<file path="src/hdl/lesc_pkg.sv">
// Shared types and constants for the LOOK elevator scheduler.
package lesc_pkg;

  // Default number of floors
  localparam int FLOORS_DEF = 32;

  // Input field widths
  localparam int ACTION_W = 2;
  localparam int FLOOR_W  = 5;

  // Action codes
  localparam logic [ACTION_W-1:0] ACT_HALL = 2'd0;
  localparam logic [ACTION_W-1:0] ACT_CAR  = 2'd1;
  localparam logic [ACTION_W-1:0] ACT_STEP = 2'd2;

  // Controller states
  typedef enum logic [1:0] {
    ST_IDLE,
    ST_SERVE,
    ST_SCAN,
    ST_FINISH
  } lesc_state_t;

  // Commands from controller to datapath
  typedef struct packed {
    logic latch;     // capture the input transaction
    logic serve;     // apply call/destination, or serve the current floor
    logic advance;   // move scan pointer one floor on
    logic found;     // scan pointer hit a pending floor: move there
    logic reverse;   // turn round and restart the scan
    logic load_out;  // write the result register
  } lesc_cmd_t;

  // Status from datapath to controller
  typedef struct packed {
    logic is_step;   // captured action is a service step
    logic hit;       // floor under the scan pointer is pending
    logic at_end;    // scan pointer at the last floor of this direction
    logic rev_empty; // nothing lies beyond the car in the opposite direction
    logic out_free;  // result register can take a new result
  } lesc_status_t;

endpackage

</file>
<file path="src/hdl/lesc_datapath.sv">
// Datapath: floor flags, car position, scan pointer and result register.
module lesc_datapath #(
  parameter int FLOORS = lesc_pkg::FLOORS_DEF
) (
  input  logic                clk,
  input  logic                rst,
  input  lesc_pkg::lesc_cmd_t cmd,
  output lesc_pkg::lesc_status_t status,
  input  logic [7:0]          in_tdata,  // [4:0] floor, [7:5] zero
  input  logic [1:0]          in_tuser,  // [1:0] action
  output logic [15:0]         out_tdata, // [4:0] floor_now, [5] going_up,
                                         // [10:6] target_floor, [11] moved,
                                         // [12] door_opened, [13] drop_off
  output logic                out_tvalid,
  input  logic                out_tready
);
  import lesc_pkg::*;

  localparam int FW = (FLOORS > 1) ? $clog2(FLOORS) : 1;
  localparam logic [6:0]    FLOORS_7 = 7'(FLOORS);
  localparam logic [FW-1:0] TOP      = FW'(FLOORS - 1);

  logic [ACTION_W-1:0] action;
  logic [FLOOR_W-1:0]  fl;
  logic [FLOORS-1:0]   hall_calls;
  logic [FLOORS-1:0]   car_targets;
  logic [FW-1:0]       car_floor;
  logic                heading_up;
  logic [FW-1:0]       ptr;
  logic [FW-1:0]       target;
  logic                moved;
  logic                door;
  logic                drop;

  logic                fl_ok;
  logic [FW-1:0]       fl_idx;
  logic [FLOORS-1:0]   pending;
  logic                up_forced;

  assign fl_ok   = {2'b00, fl} < FLOORS_7;
  assign fl_idx  = FW'(fl);
  assign pending = hall_calls | car_targets;

  // direction forced at the end floors
  always_comb begin
    if (car_floor >= TOP) begin
      up_forced = 1'b0;
    end else if (car_floor == '0) begin
      up_forced = 1'b1;
    end else begin
      up_forced = heading_up;
    end
  end

  // status to the controller
  always_comb begin
    status.is_step   = (action == ACT_STEP);
    status.hit       = pending[ptr];
    status.at_end    = heading_up ? (ptr == TOP) : (ptr == '0);
    status.rev_empty = heading_up ? (car_floor == '0) : (car_floor == TOP);
    status.out_free  = !out_tvalid || out_tready;
  end

  // captured transaction
  always_ff @(posedge clk) begin
    if (cmd.latch) begin
      action <= in_tuser;
      fl     <= in_tdata[FLOOR_W-1:0];
    end
  end

  // scheduler state
  always_ff @(posedge clk) begin
    if (rst) begin
      hall_calls  <= '0;
      car_targets <= '0;
      car_floor   <= '0;
      heading_up  <= 1'b1;
    end else begin
      if (cmd.serve) begin
        if (action == ACT_HALL && fl_ok) begin
          hall_calls[fl_idx] <= 1'b1;
        end else if (action == ACT_CAR && fl_ok) begin
          car_targets[fl_idx] <= 1'b1;
        end else if (action == ACT_STEP) begin
          hall_calls[car_floor]  <= 1'b0;
          car_targets[car_floor] <= 1'b0;
          heading_up             <= up_forced;
        end
      end
      if (cmd.found) begin
        car_floor <= ptr;
      end
      if (cmd.reverse) begin
        heading_up <= !heading_up;
      end
    end
  end

  // scan pointer and per-item result fields
  always_ff @(posedge clk) begin
    if (cmd.serve) begin
      target <= car_floor;
      moved  <= 1'b0;
      door   <= (action == ACT_STEP) && pending[car_floor];
      drop   <= (action == ACT_STEP) && car_targets[car_floor];
      ptr    <= up_forced ? car_floor + FW'(1) : car_floor - FW'(1);
    end
    if (cmd.advance) begin
      ptr <= heading_up ? ptr + FW'(1) : ptr - FW'(1);
    end
    if (cmd.reverse) begin
      ptr <= heading_up ? car_floor - FW'(1) : car_floor + FW'(1);
    end
    if (cmd.found) begin
      target <= ptr;
      moved  <= 1'b1;
    end
  end

  // result register
  always_ff @(posedge clk) begin
    if (rst) begin
      out_tvalid <= 1'b0;
    end else if (cmd.load_out) begin
      out_tvalid <= 1'b1;
    end else if (out_tready) begin
      out_tvalid <= 1'b0;
    end
  end

  always_ff @(posedge clk) begin
    if (cmd.load_out) begin
      out_tdata <= {2'b00, drop, door, moved, 5'(target), heading_up, 5'(car_floor)};
    end
  end

endmodule

</file>
<file path="src/hdl/lesc_ctrl.sv">
// Controller: sequences capture, serve, floor scan and result hand-off.
module lesc_ctrl (
  input  logic                   clk,
  input  logic                   rst,
  input  logic                   in_tvalid,
  output logic                   in_tready,
  input  lesc_pkg::lesc_status_t status,
  output lesc_pkg::lesc_cmd_t    cmd
);
  import lesc_pkg::*;

  lesc_state_t state;
  lesc_state_t state_next;
  logic        second_pass;
  logic        second_pass_next;

  // state registers
  always_ff @(posedge clk) begin
    if (rst) begin
      state       <= ST_IDLE;
      second_pass <= 1'b0;
    end else begin
      state       <= state_next;
      second_pass <= second_pass_next;
    end
  end

  // next state
  always_comb begin
    state_next       = state;
    second_pass_next = second_pass;
    case (state)
      ST_IDLE: begin
        if (in_tvalid) begin
          state_next = ST_SERVE;
        end
      end
      ST_SERVE: begin
        second_pass_next = 1'b0;
        state_next       = status.is_step ? ST_SCAN : ST_FINISH;
      end
      ST_SCAN: begin
        if (status.hit) begin
          state_next = ST_FINISH;
        end else if (status.at_end) begin
          if (second_pass || status.rev_empty) begin
            state_next = ST_FINISH;
          end else begin
            second_pass_next = 1'b1;
          end
        end
      end
      ST_FINISH: begin
        if (status.out_free) begin
          state_next = ST_IDLE;
        end
      end
      default: begin
        state_next = ST_IDLE;
      end
    endcase
  end

  // outputs
  always_comb begin
    cmd       = '0;
    in_tready = 1'b0;
    case (state)
      ST_IDLE: begin
        in_tready = 1'b1;
        cmd.latch = in_tvalid;
      end
      ST_SERVE: begin
        cmd.serve = 1'b1;
      end
      ST_SCAN: begin
        if (status.hit) begin
          cmd.found = 1'b1;
        end else if (status.at_end) begin
          cmd.reverse = !second_pass;
        end else begin
          cmd.advance = 1'b1;
        end
      end
      ST_FINISH: begin
        cmd.load_out = status.out_free;
      end
      default: begin
        cmd = '0;
      end
    endcase
  end

endmodule

</file>
<file path="src/hdl/look_elevator_scheduler_unit.sv">
// Top level of the LOOK elevator scheduler.
// One transaction is in work at a time. A hall call or car destination (tuser action 0 or 1)
// is accepted in the idle state, applied in the serve state and has its result loaded in the
// finish state, after which the unit returns to idle for the next transaction. A service step
// (action 2) also passes through the scan state between serve and finish, and that scan of the
// flag vectors checks one floor per cycle. The two scan passes together visit each floor other
// than the car's at most once. A result still waiting in the output register holds the next
// one in its finish state until the register frees. A new transaction is accepted while the
// previous result waits. Floors at or above FLOORS are ignored.
module look_elevator_scheduler_unit #(
  parameter int FLOORS = lesc_pkg::FLOORS_DEF
) (
  input  logic        clk,
  input  logic        rst,
  input  logic        s_tvalid,
  output logic        s_tready,
  input  logic [7:0]  s_tdata,  // [4:0] floor, [7:5] zero
  input  logic [1:0]  s_tuser,  // [1:0] action
  output logic        m_tvalid,
  input  logic        m_tready,
  output logic [15:0] m_tdata   // [4:0] floor_now, [5] going_up, [10:6] target_floor,
                                // [11] moved, [12] door_opened, [13] drop_off, [15:14] zero
);
  import lesc_pkg::*;

  lesc_cmd_t    cmd;
  lesc_status_t status;

  lesc_ctrl u_ctrl (
    .clk       (clk),
    .rst       (rst),
    .in_tvalid (s_tvalid),
    .in_tready (s_tready),
    .status    (status),
    .cmd       (cmd)
  );

  lesc_datapath #(
    .FLOORS (FLOORS)
  ) u_datapath (
    .clk        (clk),
    .rst        (rst),
    .cmd        (cmd),
    .status     (status),
    .in_tdata   (s_tdata),
    .in_tuser   (s_tuser),
    .out_tdata  (m_tdata),
    .out_tvalid (m_tvalid),
    .out_tready (m_tready)
  );

endmodule
</file>
<file path="config.mk">
export PLATFORM = sky130hd
export DESIGN_NAME = look_elevator_scheduler_unit
export DESIGN_NICKNAME = d
export VERILOG_FILES = /design/src/hdl/lesc_pkg.sv /design/src/hdl/lesc_datapath.sv /design/src/hdl/lesc_ctrl.sv /design/src/hdl/look_elevator_scheduler_unit.sv
export SDC_FILE = /design/constraint.sdc
export NUM_CORES = 1
export LEC_CHECK = 0
export BUFFER_PORTS_ARGS = -buffer_cell sky130_fd_sc_hd__buf_2
export CORE_MARGIN = 2
export CORE_UTILIZATION = 50
export CTS_BUF_LIST = sky130_fd_sc_hd__clkbuf_16
export CTS_CLUSTER_DIAMETER = 30
export DETAILED_ROUTE_END_ITERATION = 16
export PLACE_DENSITY_LB_ADDON = 0.1
export REMOVE_ABC_BUFFERS = 1
export SLEW_MARGIN = 20
export SYNTH_ARGS = -nofsm -noshare
export SYNTH_HDL_FRONTEND = slang
export SYNTH_SLANG_ARGS = --single-unit
export TNS_END_PERCENT = 20
</file>
<file path="constraint.sdc">
create_clock -name clk -period 7.9 [get_ports clk]
set_input_delay 1.58 -clock clk [delete_from_list [all_inputs] [get_ports clk]]
set_output_delay 1.58 -clock clk [all_outputs]
set_load 0.005 [all_outputs]
</file>
==> impl_metrics.tcl <==
set metrics [dict create \
    status "finished, final reports clean" \
    finalWeightedCongestion 0.9317 \
    path_buf_inv 0 \
    fin_ws_ns 4.559 \
    final_util_pct 56.37 \
    avgSynthCellArea_sq_um 9.097 \
    vdd_drop_max_uv 168.3 \
    synthArstFlopShare_pct 0 \
    port_buffers 26 \
    clock.fmax_ghz 0.2993 \
    hold_path_class "reg -> reg" \
    rsz0062_at_grt "false" \
    antenna_found_initial 0 \
    vias 4829 \
    cp-end-kind "flop" \
    start_util_pct 51.91 \
    ios 32 \
    first_iter_violations 497 \
    crit_path_end "u_datapath.target[2]$_DFFE_PP_" \
    coreArea_sq_um 10940 \
    path_cells "mux4_2 > a211oi_1 > a2bb2oi_2 > nand2_2 > mux2_4" \
    synth_top_area_share_pct 26.45 \
    ys_ff_latch 108 \
    post_cts_buffers 0 \
    finalCritPeriodShare_pct 42.30 \
    hold_viol_final 0 \
    finalCriticalPeriod_ns 3.341 \
    critPathLaunchType "flop" \
    grt_pass1_wl_microns 25340 \
    final.setup_skew_ns 0.009182 \
    yosysSeqAreaShare_pct 43.91 \
    cp_num_cells 5 \
    synth_area_sq_um 5677 \
    cts_tree "done" \
    num_rows 38 \
    post-place-ws_ns 4.500 \
    arrival_ns 3.44 \
    grt_use_met1_pct 33.75 \
    cp_max_fo 13 \
    setup.worst_path.start "u_datapath.ptr[0]$_DFFE_PP_" \
    drive_gt1_share_pct 13.64 \
    final_common_cell "nand2_1" \
    yosysUniqueCellTypes 59 \
    finalNetCount 664 \
    globalRoute.busiestLayer "met2" \
    fin_setup_tns_ns 0 \
    htreeDepth 3 \
    use_met3_pct 5.324 \
    first_pass_iters 5 \
    finalSetupViolCount 0 \
    cp_slowest_cell "edfxtp_1" \
    clock_path_buffers 2 \
    hold_buffers 0 \
    clk_latency_ns 0.35 \
    r2r_cells 5 \
    critPathTopFamily "multiplexers" \
    synth_top_cell_by_area "dfxtp_1" \
    diodes 0 \
    drc 0 \
    final_antenna_net_count 0 \
    crit_type "reg -> reg" \
    yosys_warnings 0 \
    maxSlewHeadroom_pct 29.62 \
    cp_data_required_time_ns 8.00 \
    r2r_start "u_datapath.ptr[0]$_DFFE_PP_" \
    dieArea_sq_um 12220 \
    slowest_delay_ns 0.84 \
    cts_resized 0 \
    post_drt_wl_per_cell_microns 20.96 \
    p_per_area_nw_per_um2 257.8 \
    synth_edf_count 33 \
    gr-total-overflow 0 \
    grt_util_met2_pct 45.15 \
    whs_ns 0.4206 \
    drv_slew 0 \
    grt_pass1_vias 4669 \
    area_growth_pct 8.596 \
    r2r_slack_ns 4.56 \
    place_hpwl_microns 10690 \
    numCtsBuffers 9 \
    avgViaCountPerCell 6.207 \
    synth.area.top_cells "dfxtp_1 (26%), edfxtp_1 (17%), mux4_2 (7.9%)" \
    clkTransAtPathRegs_ns 0.07 \
    cts_num_sinks 108 \
    leakage_nw 2.114 \
    synthFlopType "dfxtp_1" \
    maxCapViolCount 0 \
    mostFrequentLayoutCells "nand2_1 (81), a21oi_1 (78), dfxtp_1 (75), nor2_1 (67), o21ai_0 (49)" \
    die_h_microns 110.6 \
    syn_inst 624 \
    drt-total-wl_microns 16300 \
    cts_root_buffer "clkbuf_16" \
    r2r-end "u_datapath.target[2]$_DFFE_PP_" \
    fp.dieW_microns 110.6 \
    grt_max_degree 67 \
    grtUsageTotal_pct 26.70 \
    tightestPinTransition_ns 1.053 \
]
## power by group
| group | leakage (nW) | internal, mW | switching [mW] | total, mW |
|---|---|---|---|---|
| registers | 0.905 | 0.650 | 0.0714 | 0.722 |
| clock network | 0.145 | 0.214 | 0.205 | 0.419 |
| logic | 1.06 | 0.163 | 0.285 | 0.448 |
| total | 2.11 | 1.03 | 0.561 | 1.59 |
## Yosys cell counts, types with 4 or more instances
cell and count:
a21oi_1 78, buf_4 4, mux4_2 20, inv_1 11
and3_1 5, mux2i_1 11, buf_1 10, a211oi_1 15
a22oi_1 4, dfxtp_1 75, and2_1 4, or2_2 4
nor2b_1 8, xor2_1 5, ha_1 16, nand2b_1 5
o22ai_1 6, nor3b_1 6, edfxtp_1 33, clkbuf_1 20
nand2_1 81, nor3_1 24, o21ai_0 49, xnor2_1 5
nand3_1 8, nor2_1 67
## registers in the layout (all words and copies together) (netlist names)
register / cells
u_datapath.out_tvalid: 1
u_datapath.hall_calls: 32
u_datapath.out_tdata: 14
u_datapath.heading_up: 1
u_datapath.action: 2
u_datapath.door: 1
u_ctrl.second_pass: 1
u_datapath.ptr: 5
u_datapath.car_targets: 32
u_datapath.fl: 5
u_ctrl.state: 2
u_datapath.car_floor: 5
u_datapath.moved: 1
u_datapath.drop: 1
u_datapath.target: 5
## cell families (layout without fill, tap and decap cells)
family	after synthesis	count (layout)	share of synthesized area, %
AND/OR/NAND/NOR	229	229	18.71
AO/OA/AOI/OAI	173	173	17.41
flip-flops	108	108	43.91
buffers and inverters	52	65	3.945
multiplexers	34	34	10.54
adder cells (fa/ha/maj)	17	17	3.879
XOR/XNOR	10	10	1.543
other	1	2	0.06606
## cell type report
cell class	count	area, sq um
Sequential cell	108	2492
Clock inverter	7	42.54
Multi-Input combinational cell	465	2977
Inverter	14	55.05
Tap cell	140	175.2
Clock buffer	9	225.2
Fill cell	1023	4771
Timing Repair Buffer	35	197.7
## worst min-delay path by stage
stage / startpoint / to / cells past startpoint
after global placement: u_datapath.target[4]$_DFFE_PP_ / u_datapath.out_tdata[10]$_DFFE_PP_ / 0
after CTS: u_datapath.target[4]$_DFFE_PP_ / u_datapath.out_tdata[10]$_DFFE_PP_ / 0
final: u_datapath.target[4]$_DFFE_PP_ / u_datapath.out_tdata[10]$_DFFE_PP_ / 0
after floorplan: u_datapath.target[4]$_DFFE_PP_ / u_datapath.out_tdata[10]$_DFFE_PP_ / 0
after detailed placement: u_datapath.target[4]$_DFFE_PP_ / u_datapath.out_tdata[10]$_DFFE_PP_ / 0
after global routing: u_datapath.target[4]$_DFFE_PP_ / u_datapath.out_tdata[10]$_DFFE_PP_ / 0
## metrics by stage
stage / power [mW] / area, sq um / instances
2_1_floorplan: 1.019 / 5512 / 587
3_3_place_gp: 1.160 / 5894 / 762
3_5_place_dp: 1.172 / 5894 / 762
4_1_cts: 1.589 / 6162 / 778
5_1_grt: 1.668 / 6165 / 778
6_report: 1.589 / 6165 / 778
## metal layers
metal	vias up	share of wire [%]	wire length [microns]
li1	2254	-	-
met1	2292	39	6427
met2	241	49	8007
met3	42	8.3	1360
met4	0	3.1	509
met5	-	0	0
Note: power is estimated with default switching activity, not from simulation.
